--- src/rtl/arbpt_pkg.sv ---
// ----------------------------------------------------------------------------
// arbpt_pkg: shared types and constants for the byte patch table
// Operation codes, field widths, default sizes and controller/datapath structs.
// ----------------------------------------------------------------------------
package arbpt_pkg;

    // Default table geometry.
    localparam int SLOT_COUNT_DEF = 8;
    localparam int SLOT_BYTES_DEF = 1024;

    // Fixed field widths of the item and result beats.
    localparam int OP_W    = 3;
    localparam int ADDR_W  = 32;
    localparam int DATA_W  = 8;
    localparam int BIDX_W  = 10;
    localparam int LEN_W   = 10;
    localparam int SIDX_W  = 3;
    localparam int ACT_W   = 4;

    typedef enum logic [OP_W-1:0] {
        OP_READ   = 3'd0,
        OP_LOAD   = 3'd1,
        OP_INSTALL= 3'd2,
        OP_REMOVE = 3'd3,
        OP_CLEAR  = 3'd4,
        OP_GET    = 3'd5
    } t_op;

    typedef enum logic [1:0] {
        ST_IDLE,
        ST_EXEC,
        ST_LOOK
    } t_state;

    // Commands from the controller to the datapath.
    typedef struct packed {
        logic capture;      // register the accepted item
        logic exec;         // apply the operation, start the patch lookup
        logic finish_read;  // form the read result from the patch memory
    } t_cmd;

    // Status from the datapath to the controller.
    typedef struct packed {
        logic is_read;      // registered item is a read
        logic out_free;     // result register can take a new beat
    } t_status;

endpackage

--- src/rtl/arbpt_ctrl.sv ---
// ----------------------------------------------------------------------------
// arbpt_ctrl: sequencing state machine
// Takes one item, executes it, waits for the patch memory on reads and for a free result register.
// ----------------------------------------------------------------------------
module arbpt_ctrl
    import arbpt_pkg::*;
(
    input  logic    i_clk,
    input  logic    i_rst_n,
    input  logic    i_in_valid,
    output logic    o_in_ready,
    input  t_status i_status,
    output t_cmd    o_cmd
);

    t_state r_state;
    t_state n_state;

    always_ff @(posedge i_clk) begin
        if (!i_rst_n) begin
            r_state <= ST_IDLE;
        end else begin
            r_state <= n_state;
        end
    end

    always_comb begin
        n_state = r_state;
        case (r_state)
            ST_IDLE: begin
                if (i_in_valid) begin
                    n_state = ST_EXEC;
                end
            end
            ST_EXEC: begin
                if (i_status.is_read) begin
                    n_state = ST_LOOK;
                end else if (i_status.out_free) begin
                    n_state = ST_IDLE;
                end
            end
            ST_LOOK: begin
                if (i_status.out_free) begin
                    n_state = ST_IDLE;
                end
            end
            default: begin
                n_state = ST_IDLE;
            end
        endcase
    end

    always_comb begin
        o_in_ready        = 1'b0;
        o_cmd.capture     = 1'b0;
        o_cmd.exec        = 1'b0;
        o_cmd.finish_read = 1'b0;
        case (r_state)
            ST_IDLE: begin
                o_in_ready    = 1'b1;
                o_cmd.capture = i_in_valid;
            end
            ST_EXEC: begin
                // A read only starts the lookup here, so it need not wait.
                o_cmd.exec = i_status.is_read || i_status.out_free;
            end
            ST_LOOK: begin
                o_cmd.finish_read = i_status.out_free;
            end
            default: begin
            end
        endcase
    end

endmodule

--- config.mk ---
export PLATFORM = sky130hd
export DESIGN_NAME = arbpt_ctrl
export DESIGN_NICKNAME = d
export VERILOG_FILES = /design/src/rtl/arbpt_pkg.sv /design/src/rtl/arbpt_ctrl.sv
export SDC_FILE = /design/constraint.sdc
export NUM_CORES = 1
export LEC_CHECK = 0
export ABC_AREA = 0
export BUFFER_PORTS_ARGS = -buffer_cell sky130_fd_sc_hd__buf_2
export CORE_AREA = 5 5 42 44
export CTS_BUF_LIST = sky130_fd_sc_hd__clkbuf_8
export DETAILED_ROUTE_END_ITERATION = 8
export DIE_AREA = 0 0 47 49
export HOLD_SLACK_MARGIN = 0.1
export PLACE_DENSITY_LB_ADDON = 0.08
export SLEW_MARGIN = 20
export SYNTH_ARGS = -nofsm -noshare
export SYNTH_HDL_FRONTEND = slang
export SYNTH_SLANG_ARGS = --single-unit
--- constraint.sdc ---
create_clock -name i_clk -period 1.9 [get_ports i_clk]
set_clock_uncertainty 0.15 [all_clocks]
set_input_delay 0.285 -clock i_clk [delete_from_list [all_inputs] [get_ports i_clk]]
set_output_delay 0.285 -clock i_clk [all_outputs]
set_load 0.01 [all_outputs]
Word level (Yosys, flattened, before mapping)
Index checks and enable logic that the tools add are counted.
- reductions and logical operators: 2
- muxes and demuxes: 8
- equal/unequal tests: 3
- operators with widths (cell ; count):
    2-to-1 mux 2 bit ; 3
    one-hot mux 2 bit (3 select lines) ; 1
    2-to-1 mux 1 bit ; 4
    == test 2 x 1 -> 1 bit (second input constant) ; 1
    == test 2 bit (second input constant) ; 1
    zero test 2 bit ; 1
    != test 2 bit (second input constant) ; 1
    logical OR 1 bit ; 1
- output and inout port bits: 4
- input port bits: 5
- register bits: 2

Longest topological paths before layout
Gate-level depths: netlist of the first run.
- depth after elaboration: 3
- gate-level depth with buffers: 2

Worst setup path before layout of the first run
Ideal clock, no wire load.
- path type: reg2out
- start point: register r_state[0]
- end point: output port o_cmd[2] (netlist bit)
- path slack: 732 ps
- arrival: 733 ps
- stages on the path, launching flop included: 3
- buffers on the path: 0
- cell sequence: dfxtp_1 -> nor2_1 -> and2_1
- RTL lines (what ; line ; text):
    start: declaration ; arbpt_ctrl.sv:16 ; t_state r_state;
    start signal: assignment ; arbpt_ctrl.sv:23 ; r_state <= n_state;
    end: declaration ; arbpt_ctrl.sv:13 ; output t_cmd o_cmd

==> out/qor_table.md, run 1 <==
| Item | This run |
| --- | --- |
| Synthesized-area fraction occupied by xor and xnor cells | 0 |
| CP top delay family | flip-flops |
| CTS tree | built |
| Worst min path class | in2reg |
| Status | finished, final reports clean |
| Min setup slack post-route | 465.4 ps |
| Share of synthesized area spent on multiplexers | 0 |
| Maxcap violations | 0 |
| Die H | 49 um |
| Cell-by-cell listing of the critical path | nor2_1 -> and2_1 -> buf_2 |
| Routed vias | 141 |
| Area Growth Syn to Fin | 82.65% |
| Post-synthesis simple-gate area fraction | 0.5408 |
| Distinct cell type count after synthesis | 10 |
| CP Buf/Inv Count | 1 |
| Hold depth | 3 |
| Unrepaired setup endpoints after global routing | false |
| Routed vias/inst | 3.357 |
| CTS Buf Count | 3 |
| Routability cong. | 0.5157 |
| Detailed-route wire length | 405 um |
| Arrival time of data at the critical path endpoint | 1000 ps |
| Headroom to the max-slew limit | 0.8602 |
| Post-cts hold buffer count | 0 |
| Compound-Gate Fraction of Synth Area | 0.1327 |
| Total number of H-tree levels | 1 |
| Area of the mapped netlist | 122.6 um2 |
| Area of the placeable core | 0.001401 mm2 |
| I/O Buffers | 8 |
| Antenna fix cells | 0 |
| Crit path capture type | primary output |
| Warning count from the yosys run | 0 |
| GRT overflow | 0 |
| Min-Delay Endpoint | r_state[0] |
| Delay of the slowest critical-path stage | 420 ps |
| Clock Latency Late Sink | 210 ps |
| CP max FO | 7 |
| Capture instance of the worst register-to-register path | r_state[0] |
| Remaining design rule violation count | 0 |
| Fin Hold WS | 190.4 ps |
| Adder and majority cell fraction of the synthesized area | 0 |
| Vias in the first global route | 156 |
| Hold Violations, Final | 0 |
| DIE WIDTH | 47 um |
| Sink count of the clock tree | 2 |
| Initial antenna violation count | 0 |
| Post-CTS setup repair buffer count | 0 |
| Final std cell area, no fill | 224.0 um2 |
| Wire per inst | 9.643 um |
| Leading registers by flop count | r_state x2 |
| PostCTS Resize Cnt | 0 |
| Total GRT Usage | 0.04290 |
| Hold_sp | i_rst_n |
| Num rows | 14 |
| Top Ports | 9 |
| Initial core utilization | 0.08750 |
| Max Freq | 697.1 MHz |
| Synthesized netlist net count | 20 |
| Total of endpoints with negative setup slack in the final report | 0 |
| Setup total negative slack | 0 ps |
| Part of the Yosys area used for sequential elements | 0.3265 |
| Slew Viols, Final | 0 |
| Nature of the critical path startpoint | flop |
| Register bank with the most flops | r_state |
| Worst slew pin tran | 209.4 ps |
| Layout cell share with drive strength beyond 1 | 0.4615 |
| Required @ worst endpoint | 1460 ps |
| Clk pin slew, worst setup/hold paths | 30 ps |
| Max FFs per register | 2 |
| Number of detailed-route iterations in the first pass | 4 |
| Maximum vdd ir drop | 0.1492 mV |
| Synthesized instance count | 15 |
| Number of nets in the final layout | 33 |
| Kind of critical path | reg2out |
| Leak | 0.09760 nW |
| Worst slack after detailed placement | 684.9 ps |
| End-of-flow core utilization | 0.1598 |
| Flop and latch count out of synthesis | 2 |
| Largest net degree at the start of global routing | 8 |
| Part of the cycle the worst path needs | 0.7550 |
| Worst R2R Path Depth | 2 |
| Startpoint of the worst-slack reg-to-reg timing path | r_state[0] |
| Bufs on Longest Clock Path | 2 |
| Root buffer selected by CTS | clkbuf_8 |
| Number of nets with antenna violations after detailed routing | 0 |
| Syn avg cell area | 8.175 um2 |
| Slowest cell on the critical path | dfxtp_1 |
| First-pass GRT wire length | 586 um |
| Reg2reg setup slack | 760 ps |
| Time the final worst path needs with I/O delays and setup | 1435 ps |
| Placed inst area | 182.7 um2 |
| Largest family of logic cells by synthesized area | simple AND/OR/NAND/NOR gates |
| Die footprint | 0.002303 mm2 |
| Power Density | 1070 mW/mm2 |
| Iter 0 DRT Violations | 2 |
-- cell usage after synthesis (all sizes together) --
| cell | number | area (um2) |
|---|---|---|
| nor3b | 1 | 7.510 |
| nand2b | 2 | 12.51 |
| and2 | 1 | 6.260 |
| a21oi | 1 | 8.760 |
| or3b | 2 | 17.52 |
| nand2 | 1 | 3.750 |
| nor2 | 3 | 11.26 |
| nand3b | 1 | 7.510 |
| a21boi | 1 | 7.510 |
| dfxtp | 2 | 40.04 |
-- layer usage --
| layer | vias to the layer above | wire length [um] | global-route usage |
|---|---|---|---|
| met5 | - | 0 | 0 |
| met4 | 0 | 19 | 0.08295 |
| met3 | 2 | 31 | 0.01107 |
| met2 | 7 | 165 | 0.04525 |
| met1 | 58 | 188 | 0.04376 |
| li1 | 74 | - | - |
-- worst register-to-register path: cells and delay by family (launching register included) --
| kind | cells | cell delay [ps] |
|---|---|---|
| simple gates | 1 | 390 |
| compound gates | 1 | 110 |
| flops | 1 | 420 |
-- area by class of cell --
type / count / area, um2
tap: 16 / 20.02
sequential: 2 / 40.04
fill: 177 / 1177
clock buffer: 3 / 41.29
timing repair buffer: 8 / 40.04
multi-input combinational: 13 / 82.58
-- logic make-up after synthesis --
family	Yosys count
AO/OA/AOI/OAI	2
flip-flops	2
AND/OR/NAND/NOR	11
-- worst max-delay path by stage --
stage                to  cells past startpoint  startpoint  slack (ps)
4_1_cts        o_cmd[2]                      3  r_state[0]         450
3_5_place_dp   o_cmd[2]                      3  r_state[0]         680
2_1_floorplan  o_cmd[2]                      2  r_state[0]         730
3_3_place_gp   o_cmd[2]                      3  r_state[0]         690
6_report       o_cmd[2]                      3  r_state[0]         470
5_1_grt        o_cmd[2]                      3  r_state[0]         400
-- stage by stage --
stage	std cells	power (mW)
floorplan	15	0.06124
global placement	39	0.07474
global route	42	0.2523
CTS	42	0.2463
finish	42	0.2395
detailed placement	39	0.07453
-- cell usage in the layout, fill, tap and decap left out --
cell type and n:
and2_1 1, a21oi_2 1, nand3b_1 1, clkbuf_8 3, nor3b_1 1, nand2b_1 2
buf_2 8, a21boi_1 1, nor2_1 3, dfxtp_1 2, or3b_1 2, nand2_1 1
-- where the power goes --
part	switching [mW]	leakage, nW	internal (mW)	total [mW]
clock network	0.0320	0.0216	0.134	0.166
logic	0.0120	0.0596	0.0132	0.0252
registers	0.00369	0.0164	0.0448	0.0485
total	0.0477	0.0976	0.192	0.240
Note: power is estimated with default switching activity, not from simulation.
==> run 2: changes to the inputs <==
- clock period: 1.9 -> 1.25 ns (I/O delays scaled with it)
==> out/qor_table.md, run 2 (synthesized netlist as in run 1, its figures left out) <==
| Item | This run | vs previous |
| --- | --- | --- |
| Max FFs per register | 2 | unchanged |
| Maximum vdd ir drop | 0.5487 mV | +270% |
| Post-CTS setup repair buffer count | 0 | unchanged |
| Number of detailed-route iterations in the first pass | 1 | -3 |
| Total number of H-tree levels | 1 | unchanged |
| Num rows | 14 | unchanged |
| I/O Buffers | 8 | unchanged |
| FF/Latch Area | 47.55 um2 | +19% |
| Headroom to the max-slew limit | 0.9171 | +0.05690 |
| Top Ports | 9 | unchanged |
| Initial antenna violation count | 0 | unchanged |
| Die H | 49 um | unchanged |
| Nature of the critical path startpoint | flop |  |
| Routed vias | 147 | +4.3% |
| CTS Buf Count | 3 | unchanged |
| Commonest non-fill, non-tap cell in the layout | buf_2 |  |
| Part of the cycle the worst path needs | 0.9928 |  |
| Die footprint | 0.002303 mm2 | unchanged |
| Detailed-route wire length | 406 um | +0.25% |
| Commonest cells after routing, fill and taps aside | buf_2 (8), clkbuf_8 (3) |  |
| Worst slew pin tran | 123.8 ps | -85.61 ps |
| Largest net degree at the start of global routing | 8 | unchanged |
| Initial core utilization | 0.08750 | unchanged |
| Number of nets with antenna violations after detailed routing | 0 | unchanged |
| CTS tree | built |  |
| Kind of critical path | reg2out |  |
| Number of cells in the design after placement | 39 | unchanged |
| Maxcap violations | 0 | unchanged |
| Hold Violations, Final | 0 | unchanged |
| Antenna fix cells | 0 | unchanged |
| Number of nets in the final layout | 34 | +3.0% |
| Final std cell area, no fill | 254.0 um2 | +13% |
| Unrepaired setup endpoints after global routing | true |  |
| Placed inst area | 182.7 um2 | unchanged |
| Multi-input gate area | 95.09 um2 | +15% |
| First-pass GRT wire length | 662 um | +13% |
| CP max FO | 6 | -1 |
| Total of endpoints with negative setup slack in the final report | 0 | unchanged |
| Routed vias/inst | 3.419 | +1.8% |
| Total GRT Usage | 0.04360 | +0.0007032 |
| Uppermost layer routed | met3 |  |
| Detail Route met3 WL | 22 um | -29% |
| Status | finished, final reports clean |  |
| Time the final worst path needs with I/O delays and setup | 1241 ps |  |
| Clk pin slew, worst setup/hold paths | 30 ps | about the same |
| Sum of internal, switching and leakage power | 368.0 uW | +54% |
| Sink count of the clock tree | 2 | unchanged |
| Vias in the first global route | 171 | +9.6% |
| Area Growth Syn to Fin | 107.1% |  |
| Filler-free cell count of the finished design | 43 | +2.4% |
| Crit path capture type | primary output |  |
| Bufs on Longest Clock Path | 2 | unchanged |
| Total routed wire length on the met1 layer | 181 um | -3.7% |
| Register bank with the most flops | r_state |  |
| Required @ worst endpoint | 910 ps | -550 ps |
| Worst min path class | in2reg |  |
| Max Freq | 805.8 MHz |  |
| Layout cell share with drive strength beyond 1 | 0.5926 | +0.1311 |
| GRT overflow | 0 | unchanged |
| Met2 wire length | 202 um | +22% |
| Area of the placeable core | 0.001401 mm2 | unchanged |
| Final-layout fill cell count | 174 | -1.7% |
| Remaining design rule violation count | 0 | unchanged |
| Slew Viols, Final | 0 | unchanged |
| Leak | 0.1090 nW | +12% |
| Arrival time of data at the critical path endpoint | 900 ps | -100 ps |
| Root buffer selected by CTS | clkbuf_8 |  |
| Power Density | 1449 mW/mm2 | +35% |
| Routability cong. | 0.5333 | +3.4% |
| Leading registers by flop count | r_state x2 |  |
| End-of-flow core utilization | 0.1813 | +0.02143 |
| Clock Latency Late Sink | 210 ps | about the same |
| Wire per inst | 9.442 um | -2.1% |
| DIE WIDTH | 47 um | unchanged |
| Iter 0 DRT Violations | 0 | -2 |
==> run 2: cell count changes in the layout (fill, tap and decap cells not counted), sizes merged <==
cell | before | now
dlygate4sd3 | 0 | 1
==> run 2: final cells by class <==
cell class                 instances  area share
timing repair buffer               9      0.1970
multi-input combinational         13      0.3744
clock buffer                       3      0.1626
sequential                         2      0.1872
tap                               16     0.07882
==> run 2: stage by stage <==
| stage | TNS, ps | hold WS [ps] | worst slack, ps |
|---|---|---|---|
| after global routing | -59.65 | 124.8 | -30.29 |
| after CTS | -4.618 | 104.6 | -4.618 |
| after floorplan | 0 | 180.1 | 179.2 |
| after detailed placement | 0 | 300.0 | 134.4 |
| final | 0 | 107.0 | 9.047 |
| after global placement | 0 | 319.3 | 101.5 |
==> run 2: timing repair <==
item | CTS | global route
hold buffers | 1 | 0
endpoints found under the setup margin | 2 | 2
endpoints found under the hold margin | 2 | 0
gates resized for setup | 4 | 3
pin swaps | 0 | 2
==> run 2: worst paths after layout <==
| check | from | to | slack, ps | cells past startpoint |
|---|---|---|---|---|
| worst max-delay path | r_state[1] | o_cmd[2] | 9 | 3 |
| worst min-delay path | i_in_valid | r_state[0] | 110 | 3 |
| worst max register to register | r_state[1] | r_state[1] | 170 | 2 |
| worst min register to register | r_state[0] | r_state[1] | 390 | 2 |
==> run 2: per-layer routing <==
layer  up-vias  global-route usage
li1         76                   -
met1        66             0.04814
met2         5             0.04977
met3         0             0.02214
met4         0             0.05530
met5         -                   0
==> run 2: worst max-delay path: stages, from the launching register on <==
cell and delay (ps):
dfxtp_4 360, nor2_4 100, and2_1 110, buf_2 120
==> run 2: power breakdown <==
| part | switching (mW) | internal [mW] |
|---|---|---|
| Clock | 0.0477 | 0.203 |
| Sequential | 0.00740 | 0.0666 |
| Combinational | 0.0188 | 0.0242 |
| Total | 0.0738 | 0.294 |
==> run 3: changes to the inputs <==
- ABC_AREA: 0 -> unset
- CORE_AREA: 5 5 42 44 -> 2 2 39 41
- DIE_AREA: 0 0 47 49 -> 0 0 41 43
==> out/qor_table.md, run 3 (synthesized netlist as in run 1, its figures left out) <==
| Item | This run | vs previous |
| --- | --- | --- |
| Status | finished, final reports clean |  |
| First-pass GRT wire length | 572 um | -14% |
| Leak | 0.1129 nW | +3.6% |
| Top Ports | 9 | unchanged |
| Routed vias | 148 | +0.68% |
| Time the final worst path needs with I/O delays and setup | 1233 ps | -7.455 ps |
| Initial antenna violation count | 0 | unchanged |
| Antenna fix cells | 0 | unchanged |
| Iter 0 DRT Violations | 1 | +1 |
| Register bank with the most flops | r_state |  |
| Bufs on Longest Clock Path | 2 | unchanged |
| Crit path capture type | primary output |  |
| Total GRT Usage | 0.05405 | +0.01045 |
| Root buffer selected by CTS | clkbuf_8 |  |
| Commonest cells after routing, fill and taps aside | buf_2 (7), clkbuf_8 (3) |  |
| Min setup slack post-route | 16.50 ps | +7.455 ps |
| CP max FO | 6 | unchanged |
| Maximum vdd ir drop | 0.4927 mV | -10% |
| Detailed-route wire length | 371 um | -8.6% |
| Area of the placeable core | 0.001384 mm2 | -1.2% |
| Delay of the slowest critical-path stage | 360 ps | about the same |
| Final std cell area, no fill | 262.8 um2 | +3.4% |
| Slowest cell on the critical path | dfxtp_4 |  |
| Post-CTS setup repair buffer count | 0 | unchanged |
| Total of endpoints with negative setup slack in the final report | 0 | unchanged |
| Vias in the first global route | 149 | -13% |
| Num rows | 14 | unchanged |
| Layout cell share with drive strength beyond 1 | 0.6296 | +0.03704 |
| Remaining design rule violation count | 0 | unchanged |
| Number of nets in the final layout | 34 | unchanged |
| Area Growth Syn to Fin | 114.3% |  |
| Hold Violations, Final | 0 | unchanged |
| I/O Buffers | 8 | unchanged |
| Worst min path class | in2reg |  |
| CTS tree | built |  |
| Part of the cycle the worst path needs | 0.9868 | -0.005964 |
| Wire per inst | 8.628 um | -8.6% |
| Sink count of the clock tree | 2 | unchanged |
| Clk pin slew, worst setup/hold paths | 30 ps | about the same |
| Die H | 43 um | -12% |
| Maxcap violations | 0 | unchanged |
| CTS Buf Count | 3 | unchanged |
| Placed inst area | 182.7 um2 | unchanged |
| Number of detailed-route iterations in the first pass | 2 | +1 |
| Required @ worst endpoint | 910 ps | about the same |
| Kind of critical path | reg2out |  |
| Unrepaired setup endpoints after global routing | true |  |
| Largest net degree at the start of global routing | 8 | unchanged |
| Headroom to the max-slew limit | 0.9207 | +0.003624 |
| Commonest non-fill, non-tap cell in the layout | buf_2 |  |
| Max Freq | 810.7 MHz | +0.60% |
| Worst slew pin tran | 118.5 ps | -5.331 ps |
| Routed vias/inst | 3.442 | +0.68% |
| Number of nets with antenna violations after detailed routing | 0 | unchanged |
| Total number of H-tree levels | 1 | unchanged |
| Clock Latency Late Sink | 210 ps | about the same |
| Power Density | 1424 mW/mm2 | -1.7% |
| Sum of internal, switching and leakage power | 374.2 uW | +1.7% |
| GRT overflow | 0 | unchanged |
| Initial core utilization | 0.08861 | +0.001108 |
| Nature of the critical path startpoint | flop |  |
| Routability cong. | 0.6034 | +13% |
| Leading registers by flop count | r_state x2 |  |
| Max FFs per register | 2 | unchanged |
| Arrival time of data at the critical path endpoint | 900 ps | about the same |
| Die footprint | 0.001763 mm2 | -23% |
| DIE WIDTH | 41 um | -13% |
| Slew Viols, Final | 0 | unchanged |
| Cell-by-cell listing of the critical path | nor2_4 -> and2_4 -> buf_6 |  |
| Worst slack after detailed placement | 120.9 ps | -13.51 ps |
[run 3: cell counts in the layout (fill, tap and decap cells not counted)]
No cell type changed its count.
[run 3: final cells by class]
cell class | count | area, um2
Clock buffer | 3 | 41.29
Fill cell | 165 | 1121
Timing Repair Buffer | 9 | 56.30
Multi-Input combinational cell | 13 | 97.59
Sequential cell | 2 | 47.55
Tap cell | 16 | 20.02
[run 3: power by group]
part           internal (mW)  leakage, nW  switching, mW
registers             0.0666       0.0178        0.00729
logic                 0.0296       0.0735         0.0201
clock network          0.203       0.0216         0.0473
[run 3: worst paths after layout]
kind,depth (start not counted),slack [ps],startpoint,end
hold reg to reg,2,390,r_state[0],r_state[1]
setup / recovery,3,20,r_state[1],o_cmd[2]
setup reg to reg,2,180,r_state[0],r_state[1]
hold / removal,3,110,i_in_valid,r_state[0]
[run 3: metrics by stage]
step | utilization | TNS, ps | hold slack [ps] | cells
after floorplan | - | 0 | 180.1 | 15
after global placement | 0.1320 | 0 | 305.9 | 39
after detailed placement | 0.1320 | 0 | 302.8 | 39
after CTS | 0.1763 | -0.9092 | 110.7 | 43
after global routing | 0.1899 | -63.12 | 127.5 | 43
final | 0.1899 | 0 | 112.2 | 43
[run 3: repair_timing]
action	4_1_cts	5_1_grt
gates cloned	0	0
pin swaps	0	2
setup endpoints to repair	2	2
hold endpoints to repair	2	0
resized for setup	4	5
hold buffers	1	0
[run 3: critical path, delay by kind of cell (launching register included)]
family / cells / cell delay [ps]
buf+inv: 1 / 90
flops: 1 / 360
simple gates: 2 / 240
[run 3: layer usage]
metal / GRT usage / up-vias / part of all wire
met2: 0.06250 / 5 / 0.49
met1: 0.06051 / 68 / 0.44
met3: 0.04712 / 0 / 0.073
met5: 0 / - / 0
li1: - / 75 / -
met4: 0.04000 / 0 / 0
